--- src/rtl/core/sfcs_pkg.sv ---
// Shared types and constants for the SPI flash command sequencer.
package sfcs_pkg;

    localparam logic [7:0] OP_WREN = 8'h06;
    localparam logic [7:0] OP_RDSR = 8'h05;
    localparam logic [0:0] MODE_START = 1'b0;

    typedef enum logic [3:0] {
        PH_IDLE      = 4'd0,
        PH_WREN_LOW  = 4'd1,
        PH_WREN_BITS = 4'd2,
        PH_WREN_HIGH = 4'd3,
        PH_CMD_LOW   = 4'd4,
        PH_CMD_BITS  = 4'd5,
        PH_DATA      = 4'd6,
        PH_END_HIGH  = 4'd7,
        PH_POLL_LOW  = 4'd8,
        PH_POLL_CMD  = 4'd9,
        PH_POLL_READ = 4'd10,
        PH_POLL_HIGH = 4'd11
    } t_phase;

    typedef struct packed {
        logic f_wait;
        logic f_wren;
        logic f_write;
    } t_flags;

    typedef struct packed {
        t_phase      phase;
        logic [31:0] command_shift;
        logic [5:0]  bits_left;
        logic [15:0] bytes_left;
        logic [15:0] total_length;
        logic [7:0]  data_shift;
        logic [2:0]  bit_in_byte;
        t_flags      flags;
    } t_state;

    typedef struct packed {
        logic        mode;
        logic [31:0] command_word;
        logic [5:0]  command_bits;
        logic [15:0] data_length;
        logic        write_flag;
        logic        wren_first;
        logic        wait_ready;
        logic        so_bit;
        logic [7:0]  write_byte;
    } t_req;

    typedef struct packed {
        logic        ncs;
        logic        si;
        logic        sck_pulse;
        logic        read_valid;
        logic [7:0]  read_byte;
        logic        byte_taken;
        logic        busy_res;
        logic        done_res;
        logic [15:0] result_count;
        logic        rejected;
    } t_res;

endpackage

--- src/rtl/core/sfcs_step.sv ---
// Transaction step logic: next sequencer state and the result for one request.
module sfcs_step import sfcs_pkg::*; (
    input  t_state i_state,
    input  t_req   i_req,
    output t_state o_state,
    output t_res   o_res
);

    logic       active;
    logic       held_ncs;
    logic       done;
    logic [5:0] bits_dec;
    logic [7:0] wr_shift;

    assign active   = (i_state.phase != PH_IDLE);
    assign bits_dec = i_state.bits_left - 6'd1;
    assign wr_shift = (i_state.bit_in_byte == 3'd0) ? i_req.write_byte : i_state.data_shift;

    // Chip-select level held during the frame-internal phases.
    always_comb begin
        unique case (i_state.phase) inside
            PH_WREN_BITS, PH_WREN_HIGH, PH_CMD_BITS, PH_DATA,
            PH_END_HIGH, PH_POLL_CMD, PH_POLL_READ, PH_POLL_HIGH: held_ncs = 1'b0;
            default: held_ncs = 1'b1;
        endcase
    end

    always_comb begin
        o_state = i_state;
        o_res   = '0;
        o_res.ncs = 1'b1;
        done    = 1'b0;

        if (i_req.mode == MODE_START) begin
            if (active) begin
                o_res.rejected = 1'b1;
                o_res.busy_res = 1'b1;
                o_res.ncs      = held_ncs;
            end else begin
                o_state.command_shift = i_req.command_word;
                o_state.bits_left     = i_req.command_bits;
                o_state.total_length  = i_req.data_length;
                o_state.bytes_left    = i_req.data_length;
                o_state.flags.f_write = i_req.write_flag;
                o_state.flags.f_wren  = i_req.wren_first;
                o_state.flags.f_wait  = i_req.wait_ready;
                o_state.data_shift    = '0;
                o_state.bit_in_byte   = '0;
                o_state.phase         = i_req.wren_first ? PH_WREN_LOW : PH_CMD_LOW;
                o_res.busy_res        = 1'b1;
            end
        end else if (active) begin
            o_res.busy_res = 1'b1;
            o_res.ncs      = 1'b0;
            unique case (i_state.phase) inside
                PH_WREN_LOW: begin
                    o_state.data_shift  = OP_WREN;
                    o_state.bit_in_byte = '0;
                    o_state.phase       = PH_WREN_BITS;
                end
                PH_WREN_BITS, PH_POLL_CMD: begin
                    o_res.si           = i_state.data_shift[7];
                    o_res.sck_pulse    = 1'b1;
                    o_state.data_shift = {i_state.data_shift[6:0], 1'b0};
                    if (i_state.bit_in_byte == 3'd7) begin
                        o_state.bit_in_byte = '0;
                        o_state.data_shift  = '0;
                        o_state.phase = (i_state.phase == PH_WREN_BITS) ? PH_WREN_HIGH
                                                                        : PH_POLL_READ;
                    end else begin
                        o_state.bit_in_byte = i_state.bit_in_byte + 3'd1;
                    end
                end
                PH_WREN_HIGH: begin
                    o_res.ncs     = 1'b1;
                    o_state.phase = PH_CMD_LOW;
                end
                PH_CMD_LOW: begin
                    if (i_state.bits_left != '0) begin
                        o_state.phase = PH_CMD_BITS;
                    end else begin
                        o_state.bit_in_byte = '0;
                        o_state.phase = (i_state.bytes_left != '0) ? PH_DATA : PH_END_HIGH;
                    end
                end
                PH_CMD_BITS: begin
                    o_res.si              = i_state.command_shift[31];
                    o_res.sck_pulse       = 1'b1;
                    o_state.command_shift = {i_state.command_shift[30:0], 1'b0};
                    o_state.bits_left     = bits_dec;
                    if (bits_dec == '0) begin
                        o_state.bit_in_byte = '0;
                        o_state.phase = (i_state.bytes_left != '0) ? PH_DATA : PH_END_HIGH;
                    end
                end
                PH_DATA: begin
                    o_res.sck_pulse = 1'b1;
                    if (i_state.flags.f_write) begin
                        o_res.byte_taken   = (i_state.bit_in_byte == 3'd0);
                        o_res.si           = wr_shift[7];
                        o_state.data_shift = {wr_shift[6:0], 1'b0};
                    end else begin
                        o_state.data_shift = {i_state.data_shift[6:0], i_req.so_bit};
                        if (i_state.bit_in_byte == 3'd7) begin
                            o_res.read_valid = 1'b1;
                            o_res.read_byte  = {i_state.data_shift[6:0], i_req.so_bit};
                        end
                    end
                    if (i_state.bit_in_byte == 3'd7) begin
                        o_state.bit_in_byte = '0;
                        o_state.bytes_left  = i_state.bytes_left - 16'd1;
                        if (i_state.bytes_left == 16'd1) begin
                            o_state.phase = PH_END_HIGH;
                        end
                    end else begin
                        o_state.bit_in_byte = i_state.bit_in_byte + 3'd1;
                    end
                end
                PH_END_HIGH: begin
                    o_res.ncs = 1'b1;
                    if (i_state.flags.f_wait) begin
                        o_state.phase = PH_POLL_LOW;
                    end else begin
                        done = 1'b1;
                    end
                end
                PH_POLL_LOW: begin
                    o_state.data_shift  = OP_RDSR;
                    o_state.bit_in_byte = '0;
                    o_state.phase       = PH_POLL_CMD;
                end
                PH_POLL_READ: begin
                    o_res.sck_pulse    = 1'b1;
                    o_state.data_shift = {i_state.data_shift[6:0], i_req.so_bit};
                    if (i_state.bit_in_byte == 3'd7) begin
                        o_state.bit_in_byte = '0;
                        o_state.phase       = PH_POLL_HIGH;
                    end else begin
                        o_state.bit_in_byte = i_state.bit_in_byte + 3'd1;
                    end
                end
                default: begin
                    // Status frame closes; busy bit clear ends the transaction.
                    o_res.ncs = 1'b1;
                    if (!i_state.data_shift[0]) begin
                        done = 1'b1;
                    end else begin
                        o_state.phase = PH_POLL_LOW;
                    end
                end
            endcase
            if (done) begin
                o_res.done_res     = 1'b1;
                o_res.busy_res     = 1'b0;
                o_res.result_count = i_state.flags.f_write ? 16'd0 : i_state.total_length;
                o_state.phase      = PH_IDLE;
            end
        end else begin
            o_state.phase = PH_IDLE;
        end
    end

endmodule

--- src/rtl/core/spi_flash_command_sequencer_top.sv ---
// Top level of the SPI flash command sequencer: request and result registers around the step logic.
//
// Usage. Requests arrive on the input channel (i_in_valid / o_in_stall). A start
// request (i_mode low) loads one flash transaction: an optional write-enable
// frame, a command word of up to 32 bits sent MSB first, a data phase of
// i_data_length bytes written or read, and an optional status poll that repeats
// until the busy bit reads clear. Each tick request (i_mode high) is one bit time
// of the serial link and yields one result on the output channel
// (o_out_valid / i_out_stall) giving chip select, SI, whether a clock pulse is due,
// any completed read byte, and the busy, done and rejected flags.
// Every request produces exactly one result, held first in the request register
// and then in the result register. While i_out_stall is low, a new request
// can be taken every cycle; the rate is one request per cycle, set by the single
// pass of the step logic which updates the sequencer state as a request moves
// from the request register to the result register.
// When the receiver stalls, the result register holds its contents, the held
// request waits, and o_in_stall rises once the request register is also full.
// A synchronous active-low reset empties both registers and returns the
// sequencer to idle, with no transaction in progress.
module spi_flash_command_sequencer_top import sfcs_pkg::*; (
    input  logic        i_clk,
    input  logic        i_rst_n,
    input  logic        i_in_valid,
    output logic        o_in_stall,
    input  logic        i_mode,
    input  logic [31:0] i_command_word,
    input  logic [5:0]  i_command_bits,
    input  logic [15:0] i_data_length,
    input  logic        i_write_flag,
    input  logic        i_wren_first,
    input  logic        i_wait_ready,
    input  logic        i_so_bit,
    input  logic [7:0]  i_write_byte,
    output logic        o_out_valid,
    input  logic        i_out_stall,
    output logic        o_ncs,
    output logic        o_si,
    output logic        o_sck_pulse,
    output logic        o_read_valid,
    output logic [7:0]  o_read_byte,
    output logic        o_byte_taken,
    output logic        o_busy_res,
    output logic        o_done_res,
    output logic [15:0] o_result_count,
    output logic        o_rejected
);

    logic   r_in_valid;
    t_req   r_req;
    logic   r_out_valid;
    t_res   r_res;
    t_state r_state;

    t_state n_state;
    t_res   n_res;
    logic   advance;
    logic   accept;

    // The held request moves on whenever the result register is free or being emptied.
    assign advance    = r_in_valid && (!r_out_valid || !i_out_stall);
    assign o_in_stall = r_in_valid && !advance;
    assign accept     = i_in_valid && !o_in_stall;

    sfcs_step u_step (
        .i_state (r_state),
        .i_req   (r_req),
        .o_state (n_state),
        .o_res   (n_res)
    );

    always_ff @(posedge i_clk) begin
        if (!i_rst_n) begin
            r_in_valid  <= 1'b0;
            r_out_valid <= 1'b0;
            r_state     <= '{phase: PH_IDLE, flags: '0, default: '0};
        end else begin
            if (accept) begin
                r_in_valid <= 1'b1;
            end else if (advance) begin
                r_in_valid <= 1'b0;
            end
            if (advance) begin
                r_out_valid <= 1'b1;
                r_state     <= n_state;
            end else if (!i_out_stall) begin
                r_out_valid <= 1'b0;
            end
        end
    end

    // Payload registers carry no reset.
    always_ff @(posedge i_clk) begin
        if (accept) begin
            r_req.mode         <= i_mode;
            r_req.command_word <= i_command_word;
            r_req.command_bits <= i_command_bits;
            r_req.data_length  <= i_data_length;
            r_req.write_flag   <= i_write_flag;
            r_req.wren_first   <= i_wren_first;
            r_req.wait_ready   <= i_wait_ready;
            r_req.so_bit       <= i_so_bit;
            r_req.write_byte   <= i_write_byte;
        end
        if (advance) begin
            r_res <= n_res;
        end
    end

    assign o_out_valid    = r_out_valid;
    assign o_ncs          = r_res.ncs;
    assign o_si           = r_res.si;
    assign o_sck_pulse    = r_res.sck_pulse;
    assign o_read_valid   = r_res.read_valid;
    assign o_read_byte    = r_res.read_byte;
    assign o_byte_taken   = r_res.byte_taken;
    assign o_busy_res     = r_res.busy_res;
    assign o_done_res     = r_res.done_res;
    assign o_result_count = r_res.result_count;
    assign o_rejected     = r_res.rejected;

`ifndef NO_ASSERTIONS
    // A clock pulse is only ever given inside a selected frame.
    a_sck_in_frame: assert property (@(posedge i_clk) disable iff (!i_rst_n)
        o_out_valid && o_sck_pulse |-> !o_ncs)
        else $error("clock pulse with chip select high");

    // The finishing tick reports the transaction as no longer busy.
    a_done_not_busy: assert property (@(posedge i_clk) disable iff (!i_rst_n)
        o_out_valid && o_done_res |-> !o_busy_res && !o_rejected)
        else $error("done result still flagged busy or rejected");

    // A read byte completes, or a write byte is taken, only on a clocked bit.
    a_read_on_pulse: assert property (@(posedge i_clk) disable iff (!i_rst_n)
        o_out_valid && (o_read_valid || o_byte_taken) |-> o_sck_pulse)
        else $error("data byte event without a clock pulse");

    // Once a transaction is under way, the sequencer state is not idle.
    a_busy_state: assert property (@(posedge i_clk) disable iff (!i_rst_n)
        advance && n_res.busy_res |=> r_state.phase != PH_IDLE)
        else $error("busy result left the sequencer idle");
`endif

endmodule
--- config.mk ---
export PLATFORM = sky130hd
export DESIGN_NAME = spi_flash_command_sequencer_top
export DESIGN_NICKNAME = d
export VERILOG_FILES = /design/src/rtl/core/sfcs_pkg.sv /design/src/rtl/core/sfcs_step.sv /design/src/rtl/core/spi_flash_command_sequencer_top.sv
export SDC_FILE = /design/constraint.sdc
export NUM_CORES = 1
export LEC_CHECK = 0
export ABC_AREA = 1
export BUFFER_PORTS_ARGS = -buffer_cell sky130_fd_sc_hd__buf_2
export CORE_MARGIN = 10
export CORE_UTILIZATION = 50
export CTS_CLUSTER_DIAMETER = 100
export DETAILED_ROUTE_END_ITERATION = 10
export PLACE_DENSITY = 0.82
export SLEW_MARGIN = 25
export SYNTH_ARGS = -nofsm -noshare
export SYNTH_HDL_FRONTEND = slang
export SYNTH_SLANG_ARGS = --single-unit
--- constraint.sdc ---
create_clock -name i_clk -period 2.8 [get_ports i_clk]
set_input_delay 0.28 -clock i_clk [delete_from_list [all_inputs] [get_ports i_clk]]
set_output_delay 0.28 -clock i_clk [all_outputs]
set_load 0.02 [all_outputs]
## After elaboration in Yosys (flattened, before gate mapping)

Index checks and enable logic that the tools add are counted.

| cells by class | value |
|---|---|
| reductions and logical operators | 32 |
| equality and inequality tests | 30 |
| add/sub/neg operators | 3 |
| bitwise logic cells | 5 |
| mux-type cells | 54 |

Operator list:

| operator | number |
|---|---|
| $mux W88 | 1 |
| $mux W58 | 1 |
| $mux W54 | 1 |
| $mux W16 | 3 |
| $mux W4 | 11 |
| $pmux W8 S5 | 1 |
| $mux W38 | 1 |
| $pmux W4 S9 | 1 |
| $mux W31 | 1 |
| $mux W8 | 3 |
| $ne A4 B4 Y1 const B | 6 |
| $mux W11 | 2 |
| $mux W18 | 1 |
| $mux W9 | 2 |
| $mux W1 | 17 |
| $eq A16 B1 Y1 const B | 1 |
| $eq A4 B3 Y1 const B | 4 |
| $eq A4 B4 Y1 const B | 4 |
| $reduce_bool A16 Y1 | 1 |
| $reduce_or A8 Y1 | 2 |
| $sub A16 B1 Y16 const B | 1 |
| $mux W3 | 4 |
| $ne A12 B12 Y1 const B | 1 |
| $pmux W3 S4 | 1 |
| other kinds (32) | 53 |

| storage, ports and cells | value |
|---|---|
| flip-flop bits (word level) | 189 |
| output and inout bits | 34 |

## Longest topological paths before layout

Gate-level depths: netlist (run 1).

| depth | value |
|---|---|
| depth in word-level cells | 8 |
| depth in mapped cells | 13 |
| gate-level depth less buffers | 13 |

## Modules after synthesis

Synthesis (run 1) repeated with hierarchy kept, for this count alone.

| second synthesis, totals | value |
|---|---|
| cells, all modules | 1222 |
| area total of the unflattened synthesis | 9631.7 um^2 |

By module, submodules not included:

| module | area an instance (um^2) | sequential area each (um^2) | cells each | instances |
|---|---|---|---|---|
| spi_flash_command_sequencer_top | 6986.7 | 4774.6 | 689 | 1 |
| sfcs_step | 2645.0 | 0.0 | 533 | 1 |

## Worst setup path before layout (run 1)

No wires, ideal clock.

| path | value |
|---|---|
| path kind | reg2reg |
| start | register r_out_valid (netlist: o_out_valid) |
| end | register r_req[0] in the netlist's numbering, enable pin |
| data required time | 2.379 ns |
| stages on the path, launching flop included | 6 |
| path buffers | 0 |
| slack | 0.344 ns |
| data arrival time | 2.034 ns |
| path through | dfxtp_1 -> nand2_1 -> nor2_1 -> inv_1 -> nand2_1 -> inv_1 |

| between the ends | value |
|---|---|
| longest elaborated chain between the ends | 7 |

RTL lines:

| element | line | source |
|---|---|---|
| start: declaration | spi_flash_command_sequencer_top.sv:50 | `logic r_out_valid;` |
| start signal: assignment | spi_flash_command_sequencer_top.sv:74 | `r_out_valid <= 1'b0;` |
| start signal: assignment | spi_flash_command_sequencer_top.sv:83 | `r_out_valid <= 1'b1;` |
| start signal: assignment | spi_flash_command_sequencer_top.sv:86 | `r_out_valid <= 1'b0;` |
| $logic_not A1 Y1 | spi_flash_command_sequencer_top.sv:60 | `assign advance = r_in_valid && (!r_out_valid \|\| !i_out_stall);` |
| $logic_or A1 B1 Y1 | spi_flash_command_sequencer_top.sv:60 |  |
| $logic_and A1 B1 Y1 | spi_flash_command_sequencer_top.sv:60 |  |
| $logic_not A1 Y1 | spi_flash_command_sequencer_top.sv:61 | `assign o_in_stall = r_in_valid && !advance;` |
| $logic_and A1 B1 Y1 | spi_flash_command_sequencer_top.sv:61 |  |
| named net o_in_stall | spi_flash_command_sequencer_top.sv:24 | `output logic o_in_stall,` |
| $logic_not A1 Y1 | spi_flash_command_sequencer_top.sv:62 | `assign accept = i_in_valid && !o_in_stall;` |
| $logic_and A1 B1 Y1 | spi_flash_command_sequencer_top.sv:62 |  |
| named net accept | spi_flash_command_sequencer_top.sv:57 | `logic accept;` |
| end: declaration | spi_flash_command_sequencer_top.sv:49 | `t_req r_req;` |

The timed path passes the listed nets, and every way through them passes these cells.
A chain may end at the register's enable or synchronous reset.

## Worst setup path after layout (run 1)

| path | value |
|---|---|
| start | register r_state[87] in the netlist's numbering |
| end | register r_state[70] in the netlist's numbering |

| between the ends | value |
|---|---|
| longest elaborated chain between the ends | 3 |

RTL lines:

| element | line | source |
|---|---|---|
| start: declaration | spi_flash_command_sequencer_top.sv:52 | `t_state r_state;` |
| start signal: assignment | spi_flash_command_sequencer_top.sv:84 | `r_state <= n_state;` |
| $reduce_bool A4 Y1 (*) | sfcs_step.sv:15 | `assign active = (i_state.phase != PH_IDLE);` |
| named net u_step.active | sfcs_step.sv:9 | `logic active;` |
| $ne A2 B2 Y1 (no line) or $ne A2 B1 Y1 (tied branches) | - |  |
| $reduce_and A4 Y1 (no line) (*) | - |  |

Mark *: on every way through the listed nets, which the timed path passes. The rest lies on a longest branch.

==> results.json, run 1 <==
{
  "cp-start-kind": "register",
  "slew_headroom_pct": 57.02,
  "cts.path.max_buffers": 2,
  "final_area_um2": 9066,
  "place_area_um2": 8529,
  "grt_start_max_net_pins": 72,
  "grt_pass1_vias": 5846,
  "routed_wl_um": 17230,
  "power_frac_seq_pct": 49.7,
  "vdd_drop_max_v": 0.0004646,
  "cts_buffers": 17,
  "cellLeakagePower_uw": 0.003611,
  "finalCriticalPeriod_ps": 2439,
  "maxCapViolations": 0,
  "synth_cell_types": 41,
  "slowest_stage": "buf_4",
  "synth_edf_count": 99,
  "hold_path.class": "input pin to register",
  "intPower_uw": 4602,
  "rows": 45,
  "comb_power_share_pct": 16.2,
  "yosysWarnings": 0,
  "syn_avg_cell_area_um2": 9.626,
  "num_antenna_cells": 0,
  "wl_per_cell_um": 15.18,
  "min-delay-start": "i_so_bit",
  "io_pins": 105,
  "clock-sinks": 188,
  "cp.required_ps": 3150,
  "worstReg2RegStart": "r_state[87]$_SDFFE_PN0P_",
  "netlist_area_um2": 7826,
  "dpl.hpwl_um": 11740,
  "htreeDepth": 4,
  "powerDensity_nw_per_um2": 711.3,
  "drive_gt1_share_pct": 17.75,
  "vias_per_cell": 5.340,
  "grt_overflow": 0,
  "fillCellCount": 1302,
  "fin_skew_ps": 8.456,
  "syn_nets": 895,
  "yosysSeqAreaShare_pct": 60.75,
  "setup_tns_ps": 0,
  "clk_latency_ps": 430,
  "post-route-drc-count": 0,
  "die_h_um": 145.1,
  "root_buffer": "clkbuf_16",
  "arrival_ps": 2790,
  "power.switching_uw": 1847,
  "pwr-share-clk_pct": 34.1,
  "cp_slowest_stage_delay_ps": 420,
  "start_util_pct": 51.29,
  "setup-violations-final": 0,
  "final_hold_viol_count": 0,
  "crit_type": "register to register",
  "grt_antenna_before_repair": 0,
  "postSynthRegisterBits": 188,
  "critPathLaunch": "r_state[87]$_SDFFE_PN0P_",
  "core_area_um2": 15260,
  "syn_to_final_growth_pct": 15.84,
  "holdBufCountCts": 0,
  "crit_fanout": 50,
  "tightest_slew_ps": 640.7,
  "synthArstFlopShare_pct": 0,
  "die-area_um2": 21060,
  "ant_nets": 0,
  "grt.total_usage_pct": 16.24,
  "grt_pass1_wl_um": 28590,
  "synth_cells": 813,
  "fmax_ghz": 0.4099,
  "first_pass_iters": 5,
  "cts_tree": "built",
  "outcome": "complete, no violations",
  "place.gp.congestion": 0.9440,
  "via_count": 6061,
  "path_clk_slew_ps": 70,
  "cts_setup_buffers": 0,
  "synth_ff_type": "edfxtp_1",
  "post_cts_resize_count": 0,
  "finalNetCount": 993,
  "finalMaxSlewViolations": 0,
  "chipWidth_um": 145.1,
  "cp-end-kind": "register",
  "port_buffers": 104,
  "path_cells": "nor2_1 -> nand2_2 -> ha_1 -> nor2_4 -> buf_4 -> inv_1 -> nor3_4 -> buf_4 -> o21ai_0 -> a21oi_1",
  "rsz0062_at_grt": "false",
  "period_share_pct": 87.12,
  "cpMostUsedCell": "buf_4",
  "swShare_pct": 28.64,
  "drt_iter0_drc": 578
}
worst paths after layout:
kind / end / slack [ps] / cells after the start
worst min-delay path: r_req[8]$_DFFE_PP_ / 20 / 1
worst min register to register: r_state[21]$_SDFFE_PN0P_ / 450 / 2
worst max-delay path: r_state[70]$_SDFFE_PN0P_ / 360 / 10
worst max register to register: r_state[70]$_SDFFE_PN0P_ / 360 / 10
per-layer routing:
metal	wire length, um	vias up	track usage (%)
met2	8242	223	25.89
met3	1085	33	4.160
li1	-	3018	-
met4	297	0	6.168
met1	7601	2787	20.80
met5	0	-	0
per-stage QoR:
stage	setup slack [ps]	std cells	hold slack, ps	total power [uW]	util (%)
6_report	360.5	1135	21.52	6449	59.42
5_1_grt	103.7	1135	6.226	6780	59.42
4_1_cts	386.2	1135	10.63	6486	59.42
3_5_place_dp	406.2	1103	444.2	4295	55.90
3_3_place_gp	543.6	1103	441.4	4266	55.90
2_1_floorplan	344.5	813	378.9	4014	-
sequential cells by signal, summed over array words and instances, names as in the netlist:
| name | flops |
|---|---|
| o_read_byte | 8 |
| o_rejected | 1 |
| o_out_valid | 1 |
| o_si | 1 |
| o_done_res | 1 |
| o_read_valid | 1 |
| o_sck_pulse | 1 |
| r_state | 87 |
| o_busy_res | 1 |
| o_result_count | 16 |
| r_req | 67 |
| r_in_valid | 1 |
| o_byte_taken | 1 |
| o_ncs | 1 |
synthesized netlist by cell type, drive strengths merged, types with 6 or more instances:
master	number	area share [%]
inv	76	3.6
edfxtp	99	38
a21oi	103	6.6
nand4	6	0.56
buf	16	1.3
nor2	97	4.8
nand2	108	5.2
a22oi	36	3.5
clkbuf	21	1.0
dfxtp	89	23
ha	11	1.8
nand3	22	1.4
nor3	9	0.85
o21ai	91	5.8
power by group through the flow:
stage	Sequential (uW)	Clock, uW	Combinational [uW]
floorplan	3260	0	759
CTS	3200	2240	1040
detailed placement	3260	0	1030
global placement	3260	0	1010
global route	3220	2360	1190
finish	3210	2200	1040
final cells by class:
| class | count | area, um^2 | area share (%) |
|---|---|---|---|
| Timing Repair Buffer | 116 | 623.1 | 6.873 |
| Clock inverter | 15 | 111.4 | 1.228 |
| Multi-Input combinational cell | 511 | 2599 | 28.66 |
| Clock buffer | 17 | 425.4 | 4.692 |
| Tap cell | 211 | 264.0 | 2.912 |
| Sequential cell | 188 | 4755 | 52.44 |
| Inverter | 77 | 289.0 | 3.188 |
critical path, delay by kind of cell, from the launching register on:
kind            cells  cell delay, ps
fa+ha+maj           1             260
flops               1             380
compound gates      2             310
buf+inv             3             670
simple gates        4             730
cells by family (layout without fill, tap and decap cells):
group | after synthesis | after routing | share of synthesized area, %
adders and majority gates | 11 | 11 | 1.759
buffers and inverters | 114 | 225 | 6.043
and+or+nand+nor | 249 | 249 | 13.45
xor gates and xnor gates | 6 | 6 | 0.6715
DFF | 188 | 188 | 60.75
AOI/OAI and AO/OA | 245 | 245 | 17.33
layout by cell type, fill, tap and decap left out, types with 5 or more instances in the layout:
| master | instances |
|---|---|
| o21ai_0 | 87 |
| nor3_1 | 6 |
| dfxtp_1 | 89 |
| inv_6 | 6 |
| ha_1 | 11 |
| nand2_1 | 106 |
| inv_2 | 6 |
| nand3_1 | 22 |
| a21oi_1 | 102 |
| edfxtp_1 | 99 |
| clkbuf_16 | 17 |
| nor2_1 | 95 |
| inv_1 | 70 |
| buf_2 | 104 |
| nand4_1 | 5 |
| buf_4 | 11 |
| a22oi_1 | 36 |
Note: power is estimated with default switching activity, not from simulation.
==> inputs of run 2 (changes only) <==
REMOVE_ABC_BUFFERS = 1   (was not set)
==> run 2 against run 1 <==
Hold slack lost 2.6 ps. Die area did not move. Utilization is 0.76 points higher. Maximum frequency is 5.9% higher. Largest power group unchanged. Register-to-register slack better by 140 ps. Worst setup slack gained 140 ps. Combinational power hardly changed. Sequential share of layout area shrank 0.66 points.
==> results.json, run 2 (synthesis results as in run 1) <==
{
  "outcome": "complete, no violations",
  "wl_per_cell_um": 15.12,
  "post_cts_resize_count": 0,
  "core_area_um2": 15260,
  "rsz0062_at_grt": "false",
  "critPathTopFamily": "simple AND/OR/NAND/NOR gates",
  "grt_antenna_before_repair": 0,
  "tightest_slew_ps": 598.2,
  "whs_ps": 18.97,
  "vdd_drop_max_v": 0.0004304,
  "hold_path.class": "input pin to register",
  "swShare_pct": 26.81,
  "power_frac_seq_pct": 47.0,
  "finalCriticalPeriod_ps": 2304,
  "cts_setup_buffers": 0,
  "cp.required_ps": 3140,
  "clk_latency_ps": 430,
  "htreeDepth": 4,
  "crit_type": "register to register",
  "num_antenna_cells": 0,
  "cpMostUsedCell": "nand2_1",
  "cts_buffers": 17,
  "chipWidth_um": 145.1,
  "io_pins": 105,
  "grt.total_usage_pct": 16.16,
  "drive_gt1_share_pct": 17.69,
  "fmax_ghz": 0.4341,
  "path_clk_slew_ps": 70,
  "grt_overflow": 0,
  "holdBufCountCts": 0,
  "ant_nets": 0,
  "finalPower_uw": 6806,
  "place.gp.congestion": 0.9205,
  "setup-violations-final": 0,
  "finalMaxSlewViolations": 0,
  "vias_per_cell": 5.277,
  "grt_start_max_net_pins": 68,
  "arrival_ps": 2650,
  "period_share_pct": 82.28,
  "first_pass_iters": 7,
  "clock-sinks": 188,
  "cp-end-kind": "register",
  "power.switching_uw": 1825,
  "final_common_cell": "nand2_1",
  "cp_slowest_stage_delay_ps": 370,
  "cts_tree": "built",
  "dpl.hpwl_um": 11560,
  "comb_power_share_pct": 15.5,
  "via_count": 6005,
  "slew_headroom_pct": 59.87,
  "largest_reg_flops": 87,
  "die-area_um2": 21060,
  "slowest_stage": "dfxtp_1",
  "largest-register": "r_state",
  "drt_iter0_drc": 581,
  "grt_pass1_wl_um": 28220,
  "post-route-drc-count": 0,
  "layout.cells.non_filler": 1138,
  "intPower_uw": 4981,
  "final_hold_viol_count": 0,
  "cp-start-kind": "register",
  "root_buffer": "clkbuf_16",
  "pwr-share-clk_pct": 37.5,
  "routed_wl_um": 17210,
  "path_cells": "nor2_1 -> nand2_2 -> ha_1 -> nor2_4 -> nand3_1 -> nor3_1 -> nand2_1 -> a21oi_2 -> nand2_1 -> a21oi_1",
  "crit_fanout": 10,
  "powerDensity_nw_per_um2": 741.1,
  "rows": 45,
  "finalNetCount": 996,
  "port_buffers": 104,
  "syn_to_final_growth_pct": 17.33,
  "layout_common_cells": "106 x nand2_1, 104 x buf_2, 102 x a21oi_1",
  "cts.path.max_buffers": 2,
  "grt_pass1_vias": 5693,
  "start_util_pct": 51.29,
  "dp.cells": 1105,
  "cellLeakagePower_uw": 0.003656,
  "maxCapViolations": 0,
  "crit_buf_inv": 0,
  "fin_skew_ps": 11.33,
  "die_h_um": 145.1
}
run 2: final cells by class:
class	instances	area, um^2
Multi-Input combinational cell	511	2599
Sequential cell	188	4755
Timing Repair Buffer	119	648.1
Clock buffer	19	442.9
Inverter	77	289.0
Clock inverter	13	185.2
Fill cell	1271	6076
Tap cell	211	264.0
run 2: worst register-to-register path: stages (launching register included):
cell and delay (ps):
dfxtp_1 370, nor2_1 230, nand2_2 150, ha_1 260, nor2_4 240, nand3_1 140
nor3_1 220, nand2_1 130, a21oi_2 260, nand2_1 100, a21oi_1 130
run 2: worst paths after layout:
kind	start	endpoint	slack (ps)	depth (start not counted)
worst max-delay path	r_state[87]$_SDFFE_PN0P_	r_state[11]$_SDFFE_PN0P_	500	10
worst min-delay path	i_write_byte[5]	r_req[5]$_DFFE_PP_	20	1
worst max register to register	r_state[87]$_SDFFE_PN0P_	r_state[11]$_SDFFE_PN0P_	500	10
worst min register to register	r_state[21]$_SDFFE_PN0P_	r_state[21]$_SDFFE_PN0P_	450	2
run 2: power groups by stage:
stage | clock network (uW) | registers [uW] | logic (uW)
finish | 2550 | 3200 | 1050
floorplan | 0 | 3270 | 702
global placement | 0 | 3250 | 1020
global route | 2710 | 3220 | 1200
CTS | 2600 | 3200 | 1050
detailed placement | 0 | 3260 | 1040
run 2: metrics by stage:
step	utilization, %	cell area (um^2)	setup TNS, ps	setup slack, ps
2_1_floorplan	-	7642	-46160	-1184
3_3_place_gp	56.00	8544	0	578.6
3_5_place_dp	56.00	8544	0	499.7
4_1_cts	60.11	9173	0	494.0
5_1_grt	60.18	9183	0	170.5
6_report	60.18	9183	0	496.2
run 2: per-layer routing:
metal	vias to the layer above	track usage, %	part of all wire [%]
li1	3019	-	-
met1	2777	21.56	48
met2	196	24.70	46
met3	13	4.284	5.7
met4	0	6.016	1.0
met5	-	0	0
==> inputs of run 3 (changes only) <==
clock period = 2.3 ns   (was 2.8 ns; I/O delays follow)
==> run 3 against run 2 <==
Utilization rose by 4.6 points. Total power rose by 19%. Hold slack improved by 120 ps. Final area rose by 7.6%. Combinational power rose by 37%. Flip-flop and latch count did not move. Largest power group unchanged.
==> results.json, run 3 (synthesis results as in run 1) <==
{
  "finalCriticalPeriod_ps": 2092,
  "setup-violations-final": 0,
  "clk_latency_ps": 430,
  "htreeDepth": 4,
  "maxCapViolations": 0,
  "powerDensity_nw_per_um2": 819.2,
  "seq_area_um2": 4756,
  "path_clk_slew_ps": 70,
  "final_hold_viol_count": 0,
  "intPower_uw": 5833,
  "cp.required_ps": 2640,
  "cts_tree": "built",
  "utilization_pct": 64.75,
  "dp_slack_ps": 86.26,
  "whs_ps": 136.4,
  "period_share_pct": 90.97,
  "multi_input_area_um2": 2611,
  "wl_per_cell_um": 15.58,
  "core_area_um2": 15260,
  "vdd_drop_max_v": 0.0008704,
  "first_pass_iters": 8,
  "start_util_pct": 51.29,
  "rsz0062_at_grt": "false",
  "cts_buffers": 17,
  "routed_wl_um": 18950,
  "cp-start-kind": "register",
  "cts.path.max_buffers": 2,
  "tightest_slew_ps": 607.5,
  "use_met3_pct": 4.967,
  "grt_overflow": 0,
  "drive_gt1_share_pct": 17.51,
  "cellLeakagePower_uw": 0.003971,
  "fillCellCount": 1160,
  "die-area_um2": 21060,
  "arrival_ps": 2430,
  "timing.final.ws_setup_ps": 207.6,
  "slew_headroom_pct": 59.25,
  "setup_tns_ps": 0,
  "met1_usage_pct": 22.73,
  "num_antenna_cells": 0,
  "grt_pass1_wl_um": 31070,
  "via_count": 6457,
  "grt.total_usage_pct": 17.58,
  "port_buffers": 104,
  "power.switching_uw": 2260,
  "grt_start_max_net_pins": 57,
  "root_buffer": "clkbuf_16",
  "power_frac_seq_pct": 48.2,
  "final_common_cell": "nand2_1",
  "hold_path.class": "input pin to register",
  "chipWidth_um": 145.1,
  "clock-sinks": 188,
  "finalNetCount": 1074,
  "place.gp.congestion": 0.9268,
  "layout_common_cells": "106 x nand2_1, 104 x buf_2, 102 x a21oi_1",
  "fin_skew_ps": 7.404,
  "vias_per_cell": 5.310,
  "pwr-share-clk_pct": 34.0,
  "io_pins": 105,
  "rows": 45,
  "die_h_um": 145.1,
  "crit_type": "register to register",
  "finalMaxSlewViolations": 0,
  "grt_pass1_vias": 6350,
  "swShare_pct": 27.93,
  "ant_nets": 0,
  "drt_iter0_drc": 620,
  "largest-register": "r_state",
  "grt_antenna_before_repair": 0,
  "gr-usage-met2_pct": 27.63,
  "post-route-drc-count": 0,
  "syn_to_final_growth_pct": 26.24,
  "largest_reg_flops": 87,
  "comb_power_share_pct": 17.8,
  "grt.busiest_layer": "met2",
  "dpl.hpwl_um": 11800,
  "outcome": "complete, no violations",
  "crit_fanout": 7,
  "cp-end-kind": "register",
  "fmax_ghz": 0.4779
}
==> run 3: cell types whose count changed in the layout (fill, tap and decap cells not counted), sizes merged <==
| cell | before | now |
|---|---|---|
| inv | 80 | 78 |
| bufinv | 4 | 1 |
| buf | 118 | 130 |
| dlygate4sd3 | 1 | 67 |
| clkinv | 3 | 9 |
| clkbuf | 19 | 20 |
| clkinvlp | 3 | 1 |
==> run 3: power groups by stage <==
stage	sequential, uW	clock [uW]	combinational [uW]
5_1_grt	3930	2920	1610
2_1_floorplan	3980	0	855
3_3_place_gp	3960	0	1270
3_5_place_dp	3960	0	1300
6_report	3900	2750	1440
4_1_cts	3900	2770	1400
==> run 3: timing repair <==
item | in CTS | in global routing
setup buffers | 0 | 1
hold buffers | 67 | 0
endpoints found under the setup margin | 0 | 50
gates resized for setup | 0 | 6
hold endpoints to repair | 67 | 0
==> run 3: area by class of cell <==
class	count	share of cell area [%]
sequential	188	48.14
clock buffer	20	4.521
inverter	77	2.951
timing repair buffer	197	14.32
multi-input combinational	511	26.43
tap	211	2.672
clock inverter	12	0.9625
==> run 3: worst max-delay path: stages (launching register included) <==
cell and delay, ps:
dfxtp_1 370, nor2_1 250, nand2_2 90, ha_1 230, nor2_4 170, nand3_1 130, nor3_2 180, nand2_1 140
a21oi_4 220, nand2_1 90, a21oi_1 130
==> run 3: routing by layer <==
metal	share of wire, %	routed length [um]	vias to the layer above
met5	0	0	-
met4	1.7	318	0
met3	7.3	1374	28
met2	47	8890	246
met1	44	8364	3005
li1	-	-	3178
==> run 3: per-stage QoR <==
step / std cells / power (uW) / cell area (um^2)
after floorplan: 776 / 4832 / 7642
after global placement: 1116 / 5229 / 8627
after detailed placement: 1116 / 5266 / 8627
after CTS: 1215 / 8069 / 9839
after global routing: 1216 / 8457 / 9879
final: 1216 / 8093 / 9879
==> run 3: final timing paths <==
check	depth (start not counted)	slack, ps	to	startpoint
max	10	210	r_state[6]$_SDFFE_PN0P_	r_state[87]$_SDFFE_PN0P_
max reg2reg	10	210	r_state[6]$_SDFFE_PN0P_	r_state[87]$_SDFFE_PN0P_
min reg2reg	2	450	r_state[19]$_SDFFE_PN0P_	r_state[19]$_SDFFE_PN0P_
min	3	140	o_out_valid$_SDFFE_PN0P_	i_out_stall
